**src/slal_pkg.sv**
```systemverilog
// shared types, constants and helper functions for the shifting array list
// no dependencies; used by every module of the block

package slal_pkg;

    localparam int CAPACITY_DEF  = 256;
    localparam int ENTRY_W       = 40;
    localparam int COUNT_W       = 9;
    localparam int READ_INDEX_W  = 8;
    localparam int IN_W          = 56;
    localparam int OUT_W         = 136;

    typedef struct packed {
        logic [7:0]         symbol;
        logic signed [15:0] y;
        logic signed [15:0] x;
    } entry_t;

    localparam entry_t DEFAULT_ENTRY = '{symbol: 8'd95, y: 16'sd0, x: 16'sd0};

    typedef enum logic [2:0] {
        CMD_QUERY    = 3'd0,
        CMD_INS_HEAD = 3'd1,
        CMD_INS_TAIL = 3'd2,
        CMD_REM_HEAD = 3'd3,
        CMD_REM_TAIL = 3'd4
    } cmd_t;

    typedef enum logic [1:0] {
        ST_DONE  = 2'd0,
        ST_FULL  = 2'd1,
        ST_EMPTY = 2'd2
    } status_t;

    typedef enum logic [1:0] {
        S_IDLE,
        S_BUSY,
        S_HOLD
    } state_t;

    // per-cycle move order broadcast to every cell
    typedef struct packed {
        logic ins_head;
        logic ins_tail;
        logic rem_head;
    } shift_ctl_t;

    function automatic int max_int(input int a, input int b);
        return (a > b) ? a : b;
    endfunction

    function automatic int pow4(input int e);
        int r;
        r = 1;
        for (int i = 0; i < e; i++) begin
            r = r * 4;
        end
        return r;
    endfunction

    // radix-4 levels needed to reduce n leaves to one
    function automatic int tree_levels(input int n);
        int l;
        l = 1;
        while (pow4(l) < n) begin
            l = l + 1;
        end
        return l;
    endfunction

    // first flat node index of level lvl
    function automatic int tree_offset(input int levels, input int lvl);
        int off;
        off = 0;
        for (int j = 0; j < lvl; j++) begin
            off = off + pow4(levels - 1 - j);
        end
        return off;
    endfunction

endpackage

```
**src/slal_cell.sv**
```systemverilog
// one storage cell of the list: holds one entry, shifts with its neighbors
// depends on slal_pkg

module slal_cell #(
    parameter int CAPACITY = slal_pkg::CAPACITY_DEF,
    parameter int IDX      = 0
) (
    input  logic                       aclk,
    input  slal_pkg::shift_ctl_t       ctl,
    input  slal_pkg::entry_t           fresh,
    input  slal_pkg::entry_t           from_prev,
    input  slal_pkg::entry_t           from_next,
    input  logic [$clog2(CAPACITY+1)-1:0] count_q,
    input  logic [$clog2(CAPACITY)-1:0]   tail_tgt,
    input  logic [slal_pkg::max_int($clog2(CAPACITY), slal_pkg::READ_INDEX_W)-1:0] read_tgt,
    output slal_pkg::entry_t           entry_q,
    output slal_pkg::entry_t           tail_sel,
    output slal_pkg::entry_t           read_sel
);

    localparam int CW   = $clog2(CAPACITY + 1);
    localparam int IW   = $clog2(CAPACITY);
    localparam int CMPW = slal_pkg::max_int(IW, slal_pkg::READ_INDEX_W);

    slal_pkg::entry_t entry_reg;
    slal_pkg::entry_t entry_next;

    always_comb begin
        entry_next = entry_reg;
        if (ctl.ins_head) begin
            entry_next = from_prev;
        end else if (ctl.rem_head) begin
            entry_next = from_next;
        end else if (ctl.ins_tail && (count_q == CW'(IDX))) begin
            entry_next = fresh;
        end
    end

    always_ff @(posedge aclk) begin
        entry_reg <= entry_next;
    end

    assign entry_q  = entry_reg;
    // masked copies feed the or-trees; only the addressed cell is nonzero
    assign tail_sel = (tail_tgt == IW'(IDX))   ? entry_reg : '0;
    assign read_sel = (read_tgt == CMPW'(IDX)) ? entry_reg : '0;

endmodule

```
**config.mk**
```make
export PLATFORM = sky130hd
export DESIGN_NAME = slal_cell
export DESIGN_NICKNAME = d
export VERILOG_FILES = /design/src/slal_pkg.sv /design/src/slal_cell.sv
export SDC_FILE = /design/constraint.sdc
export NUM_CORES = 1
export LEC_CHECK = 0
export ABC_AREA = 1
export ABC_CLOCK_PERIOD_IN_PS = 2920
export BUFFER_PORTS_ARGS = -buffer_cell sky130_fd_sc_hd__buf_2
export CAP_MARGIN = 25
export CORE_MARGIN = 4
export CORE_UTILIZATION = 30
export DETAILED_ROUTE_END_ITERATION = 8
export PLACE_DENSITY_LB_ADDON = 0.05
export SETUP_SLACK_MARGIN = 0.1
export SLEW_MARGIN = 20
export SYNTH_ARGS = -nofsm -noshare
export SYNTH_HDL_FRONTEND = slang
export SYNTH_SLANG_ARGS = --single-unit
```
**constraint.sdc**
```tcl
create_clock -name aclk -period 2.92 [get_ports aclk]
set_input_delay 0.146 -clock aclk [delete_from_list [all_inputs] [get_ports aclk]]
set_output_delay 0.146 -clock aclk [all_outputs]
set_load 0.02 [all_outputs]
```
# After elaboration in Yosys (flattened, before gate mapping)
# Index checks and enable logic that the tools add are counted.
[totals]
ff_bits = 40
latchBits = 0
ramBits = 0
rom_bits = 0
in_bits = 149
out_inout_bits = 120
wordCells = 13
n_memories = 0
[op_classes]
addsub = 0
mul = 0
n_div = 0
order_cmp = 0
eq_ne = 0
shifts = 0
n_mux = 5
n_bitwise = 0
n_reduce_logical = 5
[op_table]
columns = ["op", "n"]
rows = [
  ["$mux 40", 5],
  ["$logic_not 8->1", 2],
  ["$logic_not 9->1", 1],
  ["$reduce_bool 3->1", 1],
  ["$logic_and 1x1->1", 1],
]

# Depth between registers and ports, before layout
# Gate-level depths: netlist of the first run.
[depth]
depth_word = 5
depth_mapped = 5

# Worst setup path after synthesis of the first run
# Ideal clock, no wire load.
[synth_path]
path_kind = "input port to flip-flop"
start = "input count_q[3]"
end = "register entry_reg, in the netlist entry_q[0] (enable)"
setup_time_ns = 0.446
t_arrival_ns = 2.199
slack_ns = 0.275
stages = 3
n_path_buf = 0
path_cell_list = "nor2_1 nand3_1 o21bai_1"
[synth_via]
elab_chain_cells = 3
[synth_lines]
columns = ["element", "line_no", "source"]
rows = [
  ["start: declaration", "slal_cell.sv:13", "input logic [$clog2(CAPACITY+1)-1:0] count_q,"],
  ["$logic_not 9->1", "slal_cell.sv:34", "end else if (ctl.ins_tail && (count_q == CW'(IDX))) begin"],
  ["$logic_and 1x1->1", "slal_cell.sv:34", ""],
  ["$reduce_bool 3->1 (no line)", "n/a", ""],
  ["end signal: assignment", "slal_cell.sv:40", "entry_reg <= entry_next;"],
  ["end: declaration", "slal_cell.sv:25", "slal_pkg::entry_t entry_reg;"],
]
# No other way between the ends.
# A chain may end at the register's enable or synchronous reset.

==> qor.json, run 1 <==
{
  "achievable-frequency": {"value": 0.551, "unit": "GHz"},
  "drc": {"value": 0},
  "p_clk_share": {"value": 21.6, "unit": "%"},
  "gr-total-overflow": {"value": 0},
  "worstMarginPinSlew": {"value": 0.977, "unit": "ns"},
  "post_synth_fa_ha_maj_area_fraction": {"value": 0, "unit": "%"},
  "routed_wl": {"value": 12.5, "unit": "mm"},
  "timing.critical_path.required": {"value": 2.77, "unit": "ns"},
  "core_area": {"value": 10500, "unit": "sq um"},
  "hold-path-cell-count": {"value": 3},
  "clk_pin_slew_worst_paths": {"value": 0.07, "unit": "ns"},
  "detail_route.vias_per_cell": {"value": 4.72},
  "top_level_ports": {"value": 269},
  "post_synth_mux_area_share": {"value": 0, "unit": "%"},
  "setup-violations-final": {"value": 0},
  "hold_viol_final": {"value": 0},
  "critPathKind": {"value": "input pin to primary output"},
  "p_sw": {"value": 0.538, "unit": "mW"},
  "comb_power_share": {"value": 30.9, "unit": "%"},
  "min_path_type": {"value": "input pin to flop"},
  "crit_path_frequent_cell": {"value": "sky130_fd_sc_hd__buf_2"},
  "synth_compound_gate_area_share": {"value": 12.5, "unit": "%"},
  "antenna_found_initial": {"value": 0},
  "timing.critical_path.max_delay_family": {"value": "simple AND/OR/NAND/NOR gates"},
  "largest_register_ffs": {"value": 40},
  "timing.final.crit_period": {"value": 1.81, "unit": "ns"},
  "filler_cell_count": {"value": 1117},
  "slowest_delay": {"value": 0.54, "unit": "ns"},
  "design.die.area": {"value": 12700, "unit": "sq um"},
  "switching_fraction": {"value": 33.9, "unit": "%"},
  "grt_first_pass_wirelength": {"value": 19.1, "unit": "mm"},
  "setup-tns-final": {"value": 0, "unit": "ns"},
  "rsz0062_at_grt": {"value": "false"},
  "maxCapViolations": {"value": 0},
  "max-vdd-ir-drop": {"value": 0.219, "unit": "mV"},
  "finish.instance_area": {"value": 4620, "unit": "sq um"},
  "final_common_cell": {"value": "sky130_fd_sc_hd__buf_2"},
  "crit_path_top_delay_cell": {"value": "sky130_fd_sc_hd__nand2_2"},
  "synth_top_family_by_area": {"value": "simple AND/OR/NAND/NOR gates"},
  "clock_sinks": {"value": 40},
  "synth_area_per_cell": {"value": 8.67, "unit": "sq um"},
  "detailedRoute.firstIterationViolations": {"value": 179},
  "number_of_buffer_and_inverter_instances_along_the_worst_setup_path": {"value": 3},
  "synth_simple_gate_area_share": {"value": 36.1, "unit": "%"},
  "ratio_of_total_power_to_cell_area": {"value": 343, "unit": "nW/um^2"},
  "diodes": {"value": 0},
  "syn_nets": {"value": 527},
  "first_pass_iters": {"value": 6},
  "fin_nets": {"value": 776},
  "synth_seq_cells": {"value": 40},
  "post_cts_buffers": {"value": 0},
  "power.share.sequential": {"value": 47.5, "unit": "%"},
  "most_frequent_cells_in_the_layout": {"value": "sky130_fd_sc_hd__buf_2, sky130_fd_sc_hd__a21oi_1, sky130_fd_sc_hd__nor3_2"},
  "avgRoutedWirePerCell": {"value": 16.4, "unit": "um"},
  "crit_arrival": {"value": 1.67, "unit": "ns"},
  "total_leakage_power": {"value": 2.27, "unit": "nW"},
  "final_layout_size_suffix_gt1_share": {"value": 58.9, "unit": "%"},
  "die_w": {"value": 112, "unit": "um"},
  "portBuffers": {"value": 268},
  "cts.path.max_buffers": {"value": 2},
  "syn_inst": {"value": 378},
  "dr_total_vias": {"value": 3602},
  "cts_root_buffer": {"value": "sky130_fd_sc_hd__clkbuf_8"},
  "xor_xnor_fraction_of_synth_area": {"value": 0, "unit": "%"},
  "critical_path.cell_chain": {"value": "buf_2 > nor2_1 > nand2_2 > buf_4 > nor3_2 > buf_2"},
  "initial_standard_cell_utilization_of_the_core": {"value": 31.3, "unit": "%"},
  "slew_hr": {"value": 34.6, "unit": "%"},
  "flow.area_growth_from_synthesis": {"value": 41.1, "unit": "%"},
  "grt_start_max_net_pins": {"value": 42},
  "drtAntennaViolNets": {"value": 0},
  "hold_path_startpoint": {"value": "from_prev[14]"},
  "holdWs": {"value": 0.183, "unit": "ns"},
  "routability_driven_placement_congestion_ratio": {"value": 0.847},
  "internal_power": {"value": 1.05, "unit": "mW"},
  "hold_end": {"value": "entry_q[14]$_DFFE_PP_"},
  "postCtsHoldBufs": {"value": 0},
  "groute.usage.overall": {"value": 18.8, "unit": "%"},
  "critical_path.max_fanout": {"value": 31},
  "rows": {"value": 37},
  "synth.yosys.warnings": {"value": 0},
  "critical_path.startpoint_type": {"value": "input pin"},
  "synth.cell_area": {"value": 3280, "unit": "sq um"},
  "postLayoutCoreUtil": {"value": 44.2, "unit": "%"},
  "ctsHtreeMaxLevel": {"value": 2},
  "timing.final.crit_share": {"value": 62.1, "unit": "%"},
  "run_status": {"value": "completed"},
  "cts_tree": {"value": "done"},
  "postCtsResizedCells": {"value": 0},
  "synth.yosys.seq_area_share": {"value": 36.7, "unit": "%"},
  "yosys.cell_types.count": {"value": 14},
  "grt_pass1_vias": {"value": 3740},
  "final_hpwl_dp": {"value": 9.73, "unit": "mm"},
  "chipHeight": {"value": 112, "unit": "um"},
  "timing.critical_path.to_type": {"value": "primary output"},
  "report.final.slew_viol_count": {"value": 0},
  "cts_buffers": {"value": 5},
  "placement.cell_area": {"value": 4550, "unit": "sq um"}
}
## worst max-delay path by stage
stage,start,end,cells after the start
finish,read_tgt[4],read_sel[25],6
global route,read_tgt[0],read_sel[33],6
CTS,read_tgt[4],read_sel[25],6
detailed placement,read_tgt[4],read_sel[25],6
global placement,read_tgt[0],read_sel[33],6
floorplan,count_q[3],entry_q[0]$_DFFE_PP_,3
## cells by family after synthesis
| family | Yosys count |
|---|---|
| AND/OR/NAND/NOR | 180 |
| buffers and inverters | 77 |
| flip-flops | 40 |
| AO/OA/AOI/OAI | 81 |
## Yosys cell counts
master,n,area share [%]
sky130_fd_sc_hd__buf_6,20,6.9
sky130_fd_sc_hd__clkinv_4,1,0.27
sky130_fd_sc_hd__buf_2,5,0.76
sky130_fd_sc_hd__edfxtp_1,40,37
sky130_fd_sc_hd__nand2_1,44,5.0
sky130_fd_sc_hd__a21oi_1,80,12
sky130_fd_sc_hd__nor3_2,80,24
sky130_fd_sc_hd__nand3_1,1,0.15
sky130_fd_sc_hd__inv_1,41,4.7
sky130_fd_sc_hd__inv_2,1,0.11
sky130_fd_sc_hd__nor2_1,53,6.1
sky130_fd_sc_hd__o21bai_1,1,0.23
sky130_fd_sc_hd__nand2_2,2,0.38
sky130_fd_sc_hd__buf_4,9,2.1
## layout make-up
class | count | area [sq um] | area share (%)
clock buffer | 6 | 72.6 | 1.57
clock inverter | 1 | 5.00 | 0.108
inverter | 43 | 166 | 3.60
multi-input combinational | 261 | 1610 | 34.7
sequential | 40 | 1200 | 26.0
tap | 136 | 170 | 3.68
timing repair buffer | 276 | 1400 | 30.3
## tightest hold or removal path, stage by stage
cell	delay [ns]
sky130_fd_sc_hd__buf_2	0.07
sky130_fd_sc_hd__nor2_1	0.03
sky130_fd_sc_hd__a21oi_1	0.10
## through the flow
step / total power, mW / setup slack (ns) / instances
2_1_floorplan: 1.06 / 0.275 / 378
3_3_place_gp: 1.26 / 1.14 / 756
3_5_place_dp: 1.26 / 1.11 / 756
4_1_cts: 1.62 / 1.11 / 763
5_1_grt: 1.69 / 1.01 / 763
6_report: 1.59 / 1.11 / 763
## power groups by stage
stage	sequential, mW	clock (mW)	combinational [mW]
2_1_floorplan	0.846	0	0.213
3_3_place_gp	0.768	0	0.492
5_1_grt	0.763	0.384	0.542
6_report	0.754	0.342	0.490
3_5_place_dp	0.769	0	0.495
4_1_cts	0.756	0.362	0.497
## routing by layer
layer,wire length (um),track usage (%),vias up
li1,-,-,1758
met1,4690,20.1,1659
met2,6460,35.4,168
met3,1160,6.04,17
met4,238,5.05,0
met5,0,0,-
Power figures use the tool's default switching activity.
==> inputs of run 2 (changes only) <==
--- a/config.mk
+++ b/config.mk
@@ -6,7 +6,7 @@
 export NUM_CORES = 1
 export LEC_CHECK = 0
 export ABC_AREA = 1
-export ABC_CLOCK_PERIOD_IN_PS = 2920
+export ABC_CLOCK_PERIOD_IN_PS = 1800
 export BUFFER_PORTS_ARGS = -buffer_cell sky130_fd_sc_hd__buf_2
 export CAP_MARGIN = 25
 export CORE_MARGIN = 4
==> constraint.sdc (replaced) <==
create_clock -name aclk -period 1.8 [get_ports aclk]
set_input_delay 0.09 -clock aclk [delete_from_list [all_inputs] [get_ports aclk]]
set_output_delay 0.09 -clock aclk [all_outputs]
set_load 0.02 [all_outputs]
==> run 2 against run 1 <==
Against the previous run:
- utilization grew 0.71 points
- critical path depth unchanged
- design area grew 1.6%
- first-iteration DRC count is 11% lower
- die area did not move
==> qor.json, run 2 (synthesis gave the netlist of run 1 again) <==
{
  "run_status": {"value": "completed"},
  "largest_register_ffs": {"value": 40},
  "report.power.total": {"value": 2.74, "unit": "mW"},
  "core_area": {"value": 10500, "unit": "sq um"},
  "number_of_buffer_and_inverter_instances_along_the_worst_setup_path": {"value": 3},
  "hold_viol_final": {"value": 0},
  "pre_cts_slack": {"value": 0.444, "unit": "ns"},
  "cts_root_buffer": {"value": "sky130_fd_sc_hd__clkbuf_8"},
  "flow.area_growth_from_synthesis": {"value": 43.4, "unit": "%"},
  "finalWorstSetupSlack": {"value": 0.457, "unit": "ns"},
  "final_common_cell": {"value": "sky130_fd_sc_hd__buf_2"},
  "postCtsHoldBufs": {"value": 0},
  "timing.critical_path.to_type": {"value": "primary output"},
  "fin_nets": {"value": 780},
  "first_pass_iters": {"value": 6},
  "gr-total-overflow": {"value": 0},
  "final_hpwl_dp": {"value": 10.0, "unit": "mm"},
  "setup-violations-final": {"value": 0},
  "clk_pin_slew_worst_paths": {"value": 0.08, "unit": "ns"},
  "timing.final.crit_period": {"value": 1.34, "unit": "ns"},
  "worstMarginPinSlew": {"value": 0.719, "unit": "ns"},
  "top_level_ports": {"value": 269},
  "grt_first_pass_wirelength": {"value": 18.9, "unit": "mm"},
  "final_layout_size_suffix_gt1_share": {"value": 59.0, "unit": "%"},
  "switching_fraction": {"value": 32.6, "unit": "%"},
  "p_clk_share": {"value": 25.9, "unit": "%"},
  "crit_path_frequent_cell": {"value": "sky130_fd_sc_hd__buf_2"},
  "timing.critical_path.max_delay_family": {"value": "buffers and inverters"},
  "timing.final.crit_share": {"value": 74.6, "unit": "%"},
  "postLayoutCoreUtil": {"value": 44.9, "unit": "%"},
  "setup-tns-final": {"value": 0, "unit": "ns"},
  "grt_start_max_net_pins": {"value": 41},
  "critical_path.max_fanout": {"value": 40},
  "avgRoutedWirePerCell": {"value": 16.6, "unit": "um"},
  "total_leakage_power": {"value": 2.30, "unit": "nW"},
  "design.die.area": {"value": 12700, "unit": "sq um"},
  "clock_sinks": {"value": 40},
  "max-vdd-ir-drop": {"value": 0.337, "unit": "mV"},
  "detail_route.vias_per_cell": {"value": 4.71},
  "final-instance-count-excl-fill": {"value": 769},
  "hold-path-cell-count": {"value": 3},
  "routability_driven_placement_congestion_ratio": {"value": 0.792},
  "drtAntennaViolNets": {"value": 0},
  "placed_cells_incl_taps": {"value": 760},
  "postCtsResizedCells": {"value": 0},
  "most_frequent_cells_in_the_layout": {"value": "sky130_fd_sc_hd__buf_2, sky130_fd_sc_hd__a21oi_1, sky130_fd_sc_hd__nor3_2"},
  "placement.cell_area": {"value": 4590, "unit": "sq um"},
  "critical_path.cell_chain": {"value": "buf_2 > nor2_1 > nand2_2 > buf_4 > nor3_2 > buf_2"},
  "comb_power_share": {"value": 29.5, "unit": "%"},
  "initial_standard_cell_utilization_of_the_core": {"value": 31.3, "unit": "%"},
  "p_sw": {"value": 0.895, "unit": "mW"},
  "hold_end": {"value": "entry_q[38]$_DFFE_PP_"},
  "internal_power": {"value": 1.85, "unit": "mW"},
  "groute.usage.overall": {"value": 18.9, "unit": "%"},
  "critPathKind": {"value": "input pin to primary output"},
  "achievable-frequency": {"value": 0.745, "unit": "GHz"},
  "crit_arrival": {"value": 1.25, "unit": "ns"},
  "rows": {"value": 37},
  "dr_total_vias": {"value": 3619},
  "hold_path_startpoint": {"value": "from_prev[38]"},
  "cts_buffers": {"value": 5},
  "die_w": {"value": 112, "unit": "um"},
  "min_path_type": {"value": "input pin to flop"},
  "ratio_of_total_power_to_cell_area": {"value": 584, "unit": "nW/um^2"},
  "routed_wl": {"value": 12.8, "unit": "mm"},
  "drc": {"value": 0},
  "finish.instance_area": {"value": 4700, "unit": "sq um"},
  "ctsHtreeMaxLevel": {"value": 2},
  "detailedRoute.firstIterationViolations": {"value": 159},
  "power.share.sequential": {"value": 44.6, "unit": "%"},
  "maxCapViolations": {"value": 0},
  "crit_path_top_delay_cell": {"value": "sky130_fd_sc_hd__buf_4"},
  "critical_path.startpoint_type": {"value": "input pin"},
  "cts_tree": {"value": "done"},
  "slew_hr": {"value": 52.0, "unit": "%"},
  "antenna_found_initial": {"value": 1},
  "slowest_delay": {"value": 0.33, "unit": "ns"},
  "holdWs": {"value": 0.124, "unit": "ns"},
  "post_cts_buffers": {"value": 0},
  "portBuffers": {"value": 268},
  "chipHeight": {"value": 112, "unit": "um"},
  "report.final.slew_viol_count": {"value": 0},
  "rsz0062_at_grt": {"value": "false"},
  "grt_pass1_vias": {"value": 3614},
  "cts.path.max_buffers": {"value": 2},
  "timing.critical_path.required": {"value": 1.71, "unit": "ns"}
}
run 2: power groups by stage:
stage | sequential [mW] | combinational (mW) | clock [mW]
finish | 1.22 | 0.810 | 0.711
detailed placement | 1.25 | 0.817 | 0
floorplan | 1.37 | 0.347 | 0
global placement | 1.24 | 0.815 | 0
global route | 1.24 | 0.887 | 0.788
CTS | 1.23 | 0.819 | 0.740
run 2: routing by layer:
layer / wire [um] / GRT usage [%] / part of all wire [%]
met4: 317 / 6.17 / 2.5
met5: 0 / 0 / 0
met1: 4850 / 21.3 / 38
met3: 1110 / 4.80 / 8.7
met2: 6480 / 34.7 / 51
run 2: final cells by class:
type                       instances  area, sq um
tap                              136          170
multi-input combinational        261         1610
timing repair buffer             280         1440
inverter                          43          166
clock buffer                       5         68.8
fill                            1105         5770
clock inverter                     3         37.5
antenna                            1         2.50
sequential                        40         1200
run 2: how the worst max path moves through the flow:
| stage | from | end | slack (ns) | depth (start not counted) |
|---|---|---|---|---|
| floorplan | count_q[3] | entry_q[0]$_DFFE_PP_ | 0.45 | 3 |
| global placement | tail_tgt[0] | tail_sel[15] | 0.45 | 6 |
| detailed placement | tail_tgt[0] | tail_sel[15] | 0.44 | 6 |
| CTS | tail_tgt[0] | tail_sel[15] | 0.44 | 6 |
| global route | tail_tgt[0] | tail_sel[8] | 0.39 | 6 |
| finish | tail_tgt[0] | tail_sel[15] | 0.46 | 6 |
